`config.mk`:
```
export PLATFORM = sky130hd
export DESIGN_NAME = wav_header_parse_sample_extract
export DESIGN_NICKNAME = d
export VERILOG_FILES = /design/src/design/whpse_pkg.sv /design/src/design/whpse_in_stage.sv /design/src/design/whpse_parser.sv /design/src/design/whpse_out_stage.sv /design/src/design/wav_header_parse_sample_extract.sv
export SDC_FILE = /design/constraint.sdc
export NUM_CORES = 1
export LEC_CHECK = 0
export BUFFER_PORTS_ARGS = -buffer_cell sky130_fd_sc_hd__buf_2
export CORE_MARGIN = 2
export CORE_UTILIZATION = 56
export CTS_BUF_LIST = sky130_fd_sc_hd__clkbuf_16
export CTS_CLUSTER_SIZE = 20
export DETAILED_ROUTE_END_ITERATION = 12
export PLACE_DENSITY = 0.76
export SLEW_MARGIN = 20
export SYNTH_ARGS = -nofsm -noshare
export SYNTH_HDL_FRONTEND = slang
export SYNTH_SLANG_ARGS = --single-unit
```
`constraint.sdc`:
```
create_clock -name clock -period 5.2 [get_ports clock]
set_input_delay 0.52 -clock clock [delete_from_list [all_inputs] [get_ports clock]]
set_output_delay 0.52 -clock clock [all_outputs]
set_load 0.01 [all_outputs]
```
`src/design/whpse_pkg.sv`:
```
// ----------------------------------------------------------------------------
// WAVE header parser package
// Shared codes, tags and item types for the RIFF/WAVE header parser.
// ----------------------------------------------------------------------------
package whpse_pkg;

   localparam int unsigned MaxBlockBytes = 4;

   // Input opcodes
   localparam logic [1:0] OP_BYTE = 2'd0;
   localparam logic [1:0] OP_END  = 2'd1;
   localparam logic [1:0] OP_NEW  = 2'd2;

   // Result kinds
   localparam logic [1:0] KIND_SAMPLE = 2'd0;
   localparam logic [1:0] KIND_HEADER = 2'd1;
   localparam logic [1:0] KIND_ERROR  = 2'd2;

   // Error codes
   localparam logic [2:0] ERR_SHORT_HEADER = 3'd0;
   localparam logic [2:0] ERR_NOT_RIFF     = 3'd1;
   localparam logic [2:0] ERR_SHORT_FMT    = 3'd2;
   localparam logic [2:0] ERR_NO_FMT_TAG   = 3'd3;
   localparam logic [2:0] ERR_UNSUPPORTED  = 3'd4;
   localparam logic [2:0] ERR_SHORT_DATA   = 3'd5;
   localparam logic [2:0] ERR_NO_DATA_TAG  = 3'd6;
   localparam logic [2:0] ERR_TRUNCATED    = 3'd7;

   // Chunk tags, first byte of the file in the top bits
   localparam logic [31:0] TAG_RIFF = 32'h5249_4646;
   localparam logic [31:0] TAG_WAVE = 32'h5741_5645;
   localparam logic [31:0] TAG_FMT  = 32'h666D_7420;
   localparam logic [31:0] TAG_DATA = 32'h6461_7461;

   localparam logic [15:0] FMT_PCM     = 16'h0001;
   localparam logic [15:0] BITS_MAX    = 16'd16;
   localparam logic [15:0] BITS_EIGHT  = 16'd8;
   localparam logic [31:0] FMT_LEN_STD = 32'd16;
   localparam logic [7:0]  SIGN_FLIP   = 8'h80;

   typedef struct packed {
      logic [1:0] opcode;
      logic [7:0] file_byte;
   } whpse_item_type;

   typedef struct packed {
      logic [1:0]  kind;
      logic [7:0]  sample;
      logic [31:0] rate;
      logic [2:0]  err;
      logic        last;
   } whpse_result_type;

endpackage

```
`src/design/whpse_in_stage.sv`:
```
// ----------------------------------------------------------------------------
// Input register
// Holds one accepted item until the parser takes it.
// ----------------------------------------------------------------------------
module whpse_in_stage
   import whpse_pkg::*;
(
   input  logic           clock,
   input  logic           reset,
   input  logic           req_tvalid,
   output logic           req_tready,
   input  logic [7:0]     req_tdata,
   input  logic [1:0]     req_tuser,
   input  logic           take,
   output logic           item_valid,
   output whpse_item_type item
);

   logic           valid_ff, valid_in;
   whpse_item_type item_ff;

   assign req_tready = !valid_ff || take;

   always_comb begin
      if (req_tvalid && req_tready) begin
         valid_in = 1'b1;
      end else if (take) begin
         valid_in = 1'b0;
      end else begin
         valid_in = valid_ff;
      end
   end

   always_ff @(posedge clock) begin
      if (reset) begin
         valid_ff <= 1'b0;
      end else begin
         valid_ff <= valid_in;
      end
      if (req_tvalid && req_tready) begin
         item_ff.opcode    <= req_tuser;
         item_ff.file_byte <= req_tdata;
      end
   end

   assign item_valid = valid_ff;
   assign item       = item_ff;

endmodule

```
`src/design/whpse_parser.sv`:
```
// ----------------------------------------------------------------------------
// Header parser
// Walks the RIFF, fmt and data headers one byte per item and extracts the
// left-channel sample of each whole block.
// ----------------------------------------------------------------------------
module whpse_parser
   import whpse_pkg::*;
(
   input  logic             clock,
   input  logic             reset,
   input  logic             take,
   input  whpse_item_type   item,
   output logic             res_valid,
   output whpse_result_type res
);

   typedef enum logic [2:0] {
      PH_RIFF = 3'd0,
      PH_FMT  = 3'd1,
      PH_SKIP = 3'd2,
      PH_DHDR = 3'd3,
      PH_SAMP = 3'd4,
      PH_DONE = 3'd5
   } phase_type;

   phase_type   phase_ff, phase_in;
   logic [31:0] count_ff, count_in;
   logic [31:0] tag_ff, tag_in;
   logic        tag_bad_ff, tag_bad_in;
   logic [31:0] fmt_len_ff, fmt_len_in;
   logic [15:0] format_ff, format_in;
   logic [31:0] rate_ff, rate_in;
   logic [15:0] bps_ff, bps_in;
   logic [15:0] block_ff, block_in;
   logic [31:0] dlen_ff, dlen_in;
   logic [31:0] remain_ff, remain_in;
   logic [2:0]  bib_ff, bib_in;
   logic [7:0]  held0_ff, held0_in;
   logic [7:0]  held1_ff, held1_in;

   logic [7:0]  b;
   logic [31:0] tag_shifted;
   logic [31:0] count_inc;
   logic [15:0] bps_full;
   logic [31:0] dlen_full;
   logic [31:0] block_wide;
   logic [31:0] remain_sub;
   logic        unsupported;

   assign b           = item.file_byte;
   assign tag_shifted = {tag_ff[23:0], b};
   assign count_inc   = count_ff + 32'd1;
   assign bps_full    = {b, bps_ff[7:0]};
   assign dlen_full   = {b, dlen_ff[23:0]};
   assign block_wide  = {16'd0, block_ff};
   assign remain_sub  = remain_ff - block_wide;

   assign unsupported = (format_ff != FMT_PCM) || (bps_full > BITS_MAX) ||
                        (fmt_len_ff < FMT_LEN_STD) || (block_ff == 16'd0) ||
                        (block_ff > 16'(MaxBlockBytes)) ||
                        ((bps_full != BITS_EIGHT) && (block_ff < 16'd2));

   always_comb begin
      phase_in   = phase_ff;
      count_in   = count_ff;
      tag_in     = tag_ff;
      tag_bad_in = tag_bad_ff;
      fmt_len_in = fmt_len_ff;
      format_in  = format_ff;
      rate_in    = rate_ff;
      bps_in     = bps_ff;
      block_in   = block_ff;
      dlen_in    = dlen_ff;
      remain_in  = remain_ff;
      bib_in     = bib_ff;
      held0_in   = held0_ff;
      held1_in   = held1_ff;
      res_valid  = 1'b0;
      res        = '0;

      if (take) begin
         case (item.opcode)
            OP_NEW: begin
               phase_in   = PH_RIFF;
               count_in   = '0;
               tag_in     = '0;
               tag_bad_in = 1'b0;
               bib_in     = '0;
            end
            OP_END: begin
               res.kind = KIND_ERROR;
               case (phase_ff)
                  PH_RIFF: begin
                     res_valid = 1'b1;
                     res.err   = ERR_SHORT_HEADER;
                  end
                  PH_FMT: begin
                     res_valid = 1'b1;
                     res.err   = ERR_SHORT_FMT;
                  end
                  PH_SKIP, PH_DHDR: begin
                     res_valid = 1'b1;
                     res.err   = ERR_SHORT_DATA;
                  end
                  PH_SAMP: begin
                     res_valid = 1'b1;
                     res.err   = ERR_TRUNCATED;
                  end
                  default: begin
                     res_valid = 1'b0;
                  end
               endcase
               if (res_valid) begin
                  phase_in = PH_DONE;
               end
            end
            OP_BYTE: begin
               case (phase_ff)
                  PH_RIFF: begin
                     tag_in = tag_shifted;
                     if (count_ff == 32'd3 && tag_shifted != TAG_RIFF) begin
                        tag_bad_in = 1'b1;
                     end
                     if (count_ff == 32'd11) begin
                        if (tag_shifted != TAG_WAVE || tag_bad_ff) begin
                           res_valid = 1'b1;
                           res.kind  = KIND_ERROR;
                           res.err   = ERR_NOT_RIFF;
                           phase_in  = PH_DONE;
                        end else begin
                           phase_in = PH_FMT;
                           count_in = '0;
                           tag_in   = '0;
                        end
                     end else begin
                        count_in = count_inc;
                     end
                  end
                  PH_FMT: begin
                     // Little-endian fields land in the byte lane given by the offset.
                     if (count_ff < 32'd4) begin
                        tag_in = tag_shifted;
                        if (count_ff == 32'd3 && tag_shifted != TAG_FMT) begin
                           tag_bad_in = 1'b1;
                        end
                     end else if (count_ff < 32'd8) begin
                        fmt_len_in[{count_ff[1:0], 3'b000} +: 8] = b;
                     end else if (count_ff < 32'd10) begin
                        format_in[{count_ff[0], 3'b000} +: 8] = b;
                     end else if (count_ff >= 32'd12 && count_ff < 32'd16) begin
                        rate_in[{count_ff[1:0], 3'b000} +: 8] = b;
                     end else if (count_ff >= 32'd20 && count_ff < 32'd22) begin
                        block_in[{count_ff[0], 3'b000} +: 8] = b;
                     end else if (count_ff >= 32'd22) begin
                        bps_in[{count_ff[0], 3'b000} +: 8] = b;
                     end
                     if (count_ff == 32'd23) begin
                        if (tag_bad_ff) begin
                           res_valid = 1'b1;
                           res.kind  = KIND_ERROR;
                           res.err   = ERR_NO_FMT_TAG;
                           phase_in  = PH_DONE;
                        end else if (unsupported) begin
                           res_valid = 1'b1;
                           res.kind  = KIND_ERROR;
                           res.err   = ERR_UNSUPPORTED;
                           phase_in  = PH_DONE;
                        end else begin
                           count_in = '0;
                           tag_in   = '0;
                           phase_in = (fmt_len_ff == FMT_LEN_STD) ? PH_DHDR : PH_SKIP;
                        end
                     end else begin
                        count_in = count_inc;
                     end
                  end
                  PH_SKIP: begin
                     if (count_inc == fmt_len_ff - FMT_LEN_STD) begin
                        count_in = '0;
                        phase_in = PH_DHDR;
                     end else begin
                        count_in = count_inc;
                     end
                  end
                  PH_DHDR: begin
                     if (count_ff < 32'd4) begin
                        tag_in = tag_shifted;
                        if (count_ff == 32'd3 && tag_shifted != TAG_DATA) begin
                           tag_bad_in = 1'b1;
                        end
                     end else begin
                        dlen_in[{count_ff[1:0], 3'b000} +: 8] = b;
                     end
                     if (count_ff == 32'd7) begin
                        res_valid = 1'b1;
                        if (tag_bad_ff) begin
                           res.kind = KIND_ERROR;
                           res.err  = ERR_NO_DATA_TAG;
                           phase_in = PH_DONE;
                        end else begin
                           count_in  = '0;
                           remain_in = dlen_full;
                           res.kind  = KIND_HEADER;
                           res.rate  = rate_ff;
                           // No whole block in the data: the header is the last item.
                           if (dlen_full < block_wide) begin
                              res.last = 1'b1;
                              phase_in = PH_DONE;
                           end else begin
                              phase_in = PH_SAMP;
                           end
                        end
                     end else begin
                        count_in = count_inc;
                     end
                  end
                  PH_SAMP: begin
                     if (bib_ff == 3'd0) begin
                        held0_in = b;
                     end
                     if (bib_ff == 3'd1) begin
                        held1_in = b;
                     end
                     if ({13'd0, bib_ff} + 16'd1 == block_ff) begin
                        bib_in    = '0;
                        remain_in = remain_sub;
                        res_valid = 1'b1;
                        res.kind  = KIND_SAMPLE;
                        res.sample = (bps_ff == BITS_EIGHT) ? held0_in
                                                            : (held1_in ^ SIGN_FLIP);
                        res.last  = (remain_sub < block_wide);
                        if (res.last) begin
                           phase_in = PH_DONE;
                        end
                     end else begin
                        bib_in = bib_ff + 3'd1;
                     end
                  end
                  default: begin
                     res_valid = 1'b0;
                  end
               endcase
            end
            default: begin
               res_valid = 1'b0;
            end
         endcase
      end
   end

   always_ff @(posedge clock) begin
      if (reset) begin
         phase_ff   <= PH_RIFF;
         count_ff   <= '0;
         tag_ff     <= '0;
         tag_bad_ff <= 1'b0;
         bib_ff     <= '0;
      end else begin
         phase_ff   <= phase_in;
         count_ff   <= count_in;
         tag_ff     <= tag_in;
         tag_bad_ff <= tag_bad_in;
         bib_ff     <= bib_in;
      end
      fmt_len_ff <= fmt_len_in;
      format_ff  <= format_in;
      rate_ff    <= rate_in;
      bps_ff     <= bps_in;
      block_ff   <= block_in;
      dlen_ff    <= dlen_in;
      remain_ff  <= remain_in;
      held0_ff   <= held0_in;
      held1_ff   <= held1_in;
   end

endmodule

```
`src/design/whpse_out_stage.sv`:
```
// ----------------------------------------------------------------------------
// Result register
// Holds one result item until the downstream side takes it.
// ----------------------------------------------------------------------------
module whpse_out_stage
   import whpse_pkg::*;
(
   input  logic             clock,
   input  logic             reset,
   input  logic             load,
   input  whpse_result_type res,
   output logic             space,
   output logic             rsp_tvalid,
   input  logic             rsp_tready,
   output logic [47:0]      rsp_tdata,
   output logic [1:0]       rsp_tuser,
   output logic             rsp_tlast
);

   logic             valid_ff, valid_in;
   whpse_result_type res_ff;

   assign space = !valid_ff || rsp_tready;

   always_comb begin
      if (load) begin
         valid_in = 1'b1;
      end else if (rsp_tready) begin
         valid_in = 1'b0;
      end else begin
         valid_in = valid_ff;
      end
   end

   always_ff @(posedge clock) begin
      if (reset) begin
         valid_ff <= 1'b0;
      end else begin
         valid_ff <= valid_in;
      end
      if (load) begin
         res_ff <= res;
      end
   end

   assign rsp_tvalid = valid_ff;
   assign rsp_tdata  = {5'd0, res_ff.err, res_ff.rate, res_ff.sample};
   assign rsp_tuser  = res_ff.kind;
   assign rsp_tlast  = res_ff.last;

endmodule

```
`src/design/wav_header_parse_sample_extract.sv`:
```
// ----------------------------------------------------------------------------
// RIFF/WAVE header parser and sample extractor
// Checks a PCM WAVE header byte by byte, reports the sampling rate and
// emits the left-channel sample of each whole block as an unsigned byte.
// ----------------------------------------------------------------------------
//   channel | direction | contents
//   req_    | in        | tdata: file_byte[7:0]; tuser: opcode[1:0]
//   rsp_    | out       | tdata: sample_value[7:0], rate_hz[39:8],
//           |           |        error_code[42:40]; tuser: result_kind;
//           |           |        tlast: last_sample
//
// One item a cycle is accepted unless a stalled result holds the input register;
// the parser reads it from there and registers any result in the result register.
// Synchronous reset returns the parser to the RIFF header; no clearing pass.
// A stalled result holds the parser, which holds the input register; an
// item that gives no result still waits for space in the result register.
// ----------------------------------------------------------------------------
module wav_header_parse_sample_extract
   import whpse_pkg::*;
(
   input  logic        clock,
   input  logic        reset,
   input  logic        req_tvalid,
   output logic        req_tready,
   input  logic [7:0]  req_tdata,   // file_byte[7:0]
   input  logic [1:0]  req_tuser,   // opcode[1:0]
   output logic        rsp_tvalid,
   input  logic        rsp_tready,
   output logic [47:0] rsp_tdata,   // sample_value[7:0], rate_hz[39:8], error_code[42:40]
   output logic [1:0]  rsp_tuser,   // result_kind[1:0]
   output logic        rsp_tlast
);

   logic             item_valid;
   whpse_item_type   item;
   logic             take;
   logic             space;
   logic             res_valid;
   whpse_result_type res;

   assign take = item_valid && space;

   whpse_in_stage u_in (
      .clock      (clock),
      .reset      (reset),
      .req_tvalid (req_tvalid),
      .req_tready (req_tready),
      .req_tdata  (req_tdata),
      .req_tuser  (req_tuser),
      .take       (take),
      .item_valid (item_valid),
      .item       (item)
   );

   whpse_parser u_parser (
      .clock     (clock),
      .reset     (reset),
      .take      (take),
      .item      (item),
      .res_valid (res_valid),
      .res       (res)
   );

   whpse_out_stage u_out (
      .clock      (clock),
      .reset      (reset),
      .load       (take && res_valid),
      .res        (res),
      .space      (space),
      .rsp_tvalid (rsp_tvalid),
      .rsp_tready (rsp_tready),
      .rsp_tdata  (rsp_tdata),
      .rsp_tuser  (rsp_tuser),
      .rsp_tlast  (rsp_tlast)
   );

   // With an empty result register the input side never stalls.
   a_ready_when_empty: assert property (@(posedge clock) disable iff (reset)
      !rsp_tvalid |-> req_tready)
      else $error("input stalled with an empty result register");

   a_error_not_last: assert property (@(posedge clock) disable iff (reset)
      rsp_tvalid && rsp_tuser == KIND_ERROR |-> !rsp_tlast && rsp_tdata[39:0] == 40'd0)
      else $error("error item carries sample, rate or last flag");

   a_sample_no_rate: assert property (@(posedge clock) disable iff (reset)
      rsp_tvalid && rsp_tuser == KIND_SAMPLE |-> rsp_tdata[47:8] == 40'd0)
      else $error("sample item carries rate or error code");

   a_header_no_sample: assert property (@(posedge clock) disable iff (reset)
      rsp_tvalid && rsp_tuser == KIND_HEADER |-> rsp_tdata[7:0] == 8'd0
         && rsp_tdata[42:40] == ERR_SHORT_HEADER)
      else $error("header item carries sample or error code");

endmodule
```
# --- Word-level counts from Yosys, hierarchy flattened ---
# Index checks and enable logic that the tools add are counted.
word_totals:
  inputBits: 14
  word_cells: 247
  regBits: 321
classes:
  bitwise_logic: 10
  eq_ne: 44
  addsub: 7
  shifts: 4
  reduce_logical: 46
  order_cmp: 14
  muxes: 99
ops:
  columns: ["cell", "n"]
  rows:
  - ["$mux W32", 17]
  - ["$pmux W32 S2", 3]
  - ["$ne A32 B31 Y1 const B", 4]
  - ["$pmux W32 S4", 1]
  - ["$bwmux W32", 3]
  - ["$lt A32 B5 Y1 const B", 3]
  - ["$pmux W32 S3", 1]
  - ["$eq A32 B5 Y1 const B", 2]
  - ["$ge A32 B5 Y1 const B", 2]
  - ["$lt A32 B16 Y1", 2]
  - ["$lt A32 B4 Y1 const B", 2]
  - ["$mux W3", 18]
  - ["$bwmux W16", 3]
  - ["$mux W8", 6]
  - ["$ne A3 B2 Y1 const B", 11]
  - ["$add A32 B1 Y32 const B", 1]
  - ["$eq A32 B2 Y1 const B", 1]
  - ["$eq A32 B3 Y1 const B", 1]
  - ["$eq A32 B32 Y1", 1]
  - ["$eq A32 B4 Y1 const B", 1]
  - ["$ge A32 B4 Y1 const B", 1]
  - ["$lt A32 B3 Y1 const B", 1]
  - ["$shift A8 B7 Y32 const A", 1]
  - ["$shiftx A8 B7 Y32", 1]
  - ["other kinds (56)", 137]

# --- Logic depth before layout (Yosys ltp) ---
logic_depth:
  ltp_word: 14
  ltp_mapped: 20
  depth_no_buf: 20

# --- Cells and area by module ---
# A second synthesis with hierarchy kept.
unflattened:
  hier_cells: 1504
  hier_area_um2: 16079.2
by_module_without_submodules:
  columns: ["module", "cells_each", "instances", "area_per_inst_um2"]
  rows:
  - ["whpse_parser", 1431, 1, 14242.4]
  - ["whpse_out_stage", 56, 1, 1468.9]
  - ["whpse_in_stage", 15, 1, 355.3]
  - ["wav_header_parse_sample_extract", 2, 1, 12.5]

# --- Least setup slack after synthesis ---
# No wires, ideal clock.
synth_path:
  path_kind: "reg2reg"
  startpoint: "register u_parser.count_ff[21]"
  endpoint: "register u_parser.remain_ff[0] (enable)"
  path_stages_with_launch: 8
  slack_ns: 0.282
  required_time_ns: 4.720
  t_arrival_ns: 4.438
  synth_period_minus_slack_ns: 4.918
  path_cell_list: "dfxtp_1 -> clkbuf_1 -> or4_1 -> nor3_1 -> nand4_1 -> nor3_1 -> a21oi_1 -> a311oi_1"
synth_between:
  elab_chain_len: 3
synth_lines:
  columns: ["item", "line", "text"]
  rows:
  - ["start: declaration", "whpse_parser.sv:27", "logic [31:0] count_ff, count_in;"]
  - ["start signal: assignment", "whpse_parser.sv:260", "count_ff <= count_in;"]
  - ["$eq A32 B3 Y1", "whpse_parser.sv:194", "if (count_ff == 32'd7) begin"]
  - ["$ne A2 B1 Y1 (no line)", null, null]
  - ["$reduce_and A6 Y1 (no line)", null, null]
  - ["end signal: assignment", "whpse_parser.sv:271", "remain_ff <= remain_in;"]
  - ["end: declaration", "whpse_parser.sv:36", "logic [31:0] remain_ff, remain_in;"]
# No other way between the ends.
# A chain may end at the register's enable or synchronous reset.

# --- Worst setup path in the final report ---
layout_path:
  startpoint: "register u_parser.block_ff[1]"
  endpoint: "register u_parser.phase_ff[2]"
layout_between:
  elab_chain_len: 9
layout_lines:
  columns: ["item", "line", "text"]
  rows:
  - ["start: declaration", "whpse_parser.sv:34", "logic [15:0] block_ff, block_in;"]
  - ["start signal: assignment", "whpse_parser.sv:269", "block_ff <= block_in;"]
  - ["parallel branches: the longest is 9 deep, another holds $sub A32 B16 Y32", null, null]
  - ["end signal: assignment", "whpse_parser.sv:259", "phase_ff <= phase_in;"]
  - ["end: declaration", "whpse_parser.sv:26", "phase_type phase_ff, phase_in;"]
# Parallel ways; which one is timed is not known. The select of a mux whose other input is x is not followed.

==> impl_metrics.toml <==
[timing]
min_period_over_period_pct = 90.61
clock_skew_ns = 0.01632
setup_viol = 0
fmax_ghz = 0.2122
layout_setup_ws_ns = 0.4883
finalSetupTns_ns = 0
slew_violations = 0
worstMarginPinSlew_ns = 0.9881
slew_headroom_pct = 33.52
hold_viol_final = 0
rsz0062_at_grt = "false"
period_needed_ns = 4.712

[logic_synthesis]
synth_warnings = 0
synth_area_mm2 = 0.01579
synthCells = 1466
synth-seq-area-share_pct = 53.89
ys_ff_latch = 305
syn-mean-instance-area_um2 = 10.77
synth_flop_cell = "edfxtp_1"
synthArstFlopShare_pct = 0
synth-edff-count = 240
synth_cell_types = 77

[cells_and_area]
final_nets = 1585
areaGrowthSynthToFinish_pct = 10.81
num_antenna_cells = 0
layout-drive-gt1-share_pct = 11.31
mostFrequentLayoutCells = "edfxtp_1, nor2_1, nand2_1"
mostFrequentLayoutCell = "edfxtp_1"

[detailed_routing]
drt.antenna.violating_nets = 0
drt_iter0_drc = 1391
first_pass_iters = 6
num_vias = 11673
drcViolationCount = 0
vias_per_cell = 6.092
wl_um = 38870
wl_per_cell_um = 20.29

[global_route]
grt_max_degree = 52
grt_pass1_wl_um = 61270
grt_pass1_vias = 10932
antenna_found_initial = 1
track_usage_pct = 26.93
grt.overflow.total = 0

[floorplanning]
coreArea_mm2 = 0.02778
initial_utilization_pct = 56.83
io_pins = 67
die_x_um = 171.9
rows = 61
die_h_um = 171.9
dieArea_mm2 = 0.02955

[clock_tree]
cts_resized = 0
clk_latency_ns = 0.57
cts_tree = "done"
postCtsHoldBufs = 0
cts_setup_buffers = 0
cts_htree_levels = 1
cts_max_path_buffers = 3
cts_root_buf = "clkbuf_16"
numCtsBuffers = 31
clkTransAtPathRegs_ns = 0.06
cts.sinks = 305

[status]
status = "completed"

[place]
pre_cts_ws_ns = 0.5496
portBuffers = 61
gp_congestion = 0.9611
dp_hpwl_um = 28020

[power_and_ir_drop]
powerDensity_mw_per_mm2 = 286.4
cellLeakagePower_uw = 0.006341
peakVddDrop_v = 0.0003260

[critical_path]
required_ns = 5.65
worstSetupEndpointType = "flop"
arrival_ns = 5.16
worstPathMaxFanout = 4
worstSetupPathType = "flop to flop"
cp-start-kind = "flop"

[min_path]
hp-class = "primary input to flop"

[run]
max_cap_violations = 0
==> area by class of cell <==
class                      count  area (um^2)
fill                        2253        10290
timing repair buffer          83        490.5
clock buffer                  31        775.7
multi-input combinational   1035         6785
inverter                      57        214.0
clock inverter                27        249.0
tap                          378        473.0
sequential                   305         8508
==> power breakdown <==
group | internal (uW) | leakage, uW | switching, uW
Sequential | 2630 | 0.00280 | 20.2
Clock | 1290 | 0.000505 | 942
Combinational | 39.1 | 0.00304 | 94.9
==> flip-flops by register name, indices dropped and copies added (netlist names), 2 cells and up <==
register	flops
u_in.item	10
u_out.rsp_tdata	43
u_out.rsp_tuser	2
u_parser.bib_ff	3
u_parser.block_ff	16
u_parser.bps_ff	16
u_parser.count_ff	32
u_parser.dlen_ff	24
u_parser.fmt_len_ff	32
u_parser.format_ff	16
u_parser.held0_ff	8
u_parser.held1_ff	8
u_parser.phase_ff	3
u_parser.rate_ff	32
u_parser.remain_ff	32
u_parser.tag_ff	24
==> through the flow <==
stage	total power [uW]	hold slack, ns	utilization [%]	area (um^2)	cells
5_1_grt	5132	0.1137	62.98	17500	1916
3_5_place_dp	2828	0.5013	59.19	16440	1857
3_3_place_gp	2825	0.4945	59.19	16440	1857
2_1_floorplan	2779	0.4670	-	15800	1470
6_report	5011	0.1358	62.98	17500	1916
4_1_cts	5036	0.1152	62.88	17470	1915
==> worst paths after layout <==
kind	end	from	slack (ns)	cells past startpoint
min	u_in.item[6]$_DFFE_PP_	req_tdata[6]	0.14	1
min reg2reg	u_parser.tag_ff[22]$_SDFFE_PP0P_	u_parser.tag_ff[22]$_SDFFE_PP0P_	0.52	2
max	u_parser.phase_ff[2]$_SDFFE_PP0P_	u_parser.block_ff[1]$_DFFE_PP_	0.49	20
max reg2reg	u_parser.phase_ff[2]$_SDFFE_PP0P_	u_parser.block_ff[1]$_DFFE_PP_	0.49	20
==> Yosys cell counts (8+ instances only) <==
cell type  count  area [um^2]
a21o_1        30        225.2
and2_1        54        337.8
a22oi_1       24        180.2
nand2_1      131        491.7
edfxtp_1     240         7207
buf_1          9        33.78
nor2_1       138        518.0
nand4_1       22        137.6
ha_1          57        713.2
buf_2         13        65.06
nor4_1        51        319.1
clkbuf_1      40        150.1
o21ai_0       50        250.2
xnor2_1       81        709.4
xor2_1        30        262.8
dfxtp_1       65         1301
nor3_1        38        190.2
inv_1         57        214.0
a211oi_1      11        82.58
nor2b_1        8        50.05
or4_1         12        90.09
mux2_2        23        259.0
nand3_1       31        155.2
a31oi_1       24        150.1
o21ai_1        9        45.04
mux2i_1       12        120.1
nand2b_1      19        118.9
a21oi_1       50        250.2
and3_1        17        106.4
or3_1         14        87.58
==> metal layers <==
| metal | vias to the layer above | global-route usage [%] | wire (um) | share of wire (%) |
|---|---|---|---|---|
| met5 | - | 0 | 18 | 0.046 |
| met4 | 2 | 8.513 | 1254 | 3.2 |
| met3 | 84 | 3.365 | 3008 | 7.7 |
| met2 | 525 | 42.06 | 17480 | 45 |
| met1 | 5595 | 39.43 | 17110 | 44 |
| li1 | 5467 | - | - | - |
==> critical path: stages, from the launching register on <==
cell and delay (ns):
edfxtp_1 0.44, inv_1 0.19, ha_1 0.26, nor2b_1 0.14
o2111ai_1 0.26, nand2_1 0.15, a21o_1 0.21, a21o_1 0.19
a31oi_1 0.20, xnor2_1 0.17, ha_1 0.28, a21o_1 0.18
a21o_1 0.17, a21oi_1 0.18, nand2b_1 0.08, a21oi_1 0.14
o2111ai_1 0.12, nor4_1 0.64, nor3_1 0.15, nor2_1 0.13
mux2_2 0.34
==> cells by family after synthesis <==
group / after synthesis / share of synthesized area, %
other: 1 / 0.02375
muxes: 35 / 2.401
AOI/OAI and AO/OA: 241 / 9.961
and+or+nand+nor: 583 / 19.14
adders and majority gates: 58 / 4.644
buffers and inverters: 130 / 3.495
DFF: 305 / 53.89
xor gates and xnor gates: 113 / 6.451
No activity file was read; power rests on OpenSTA's default activity.
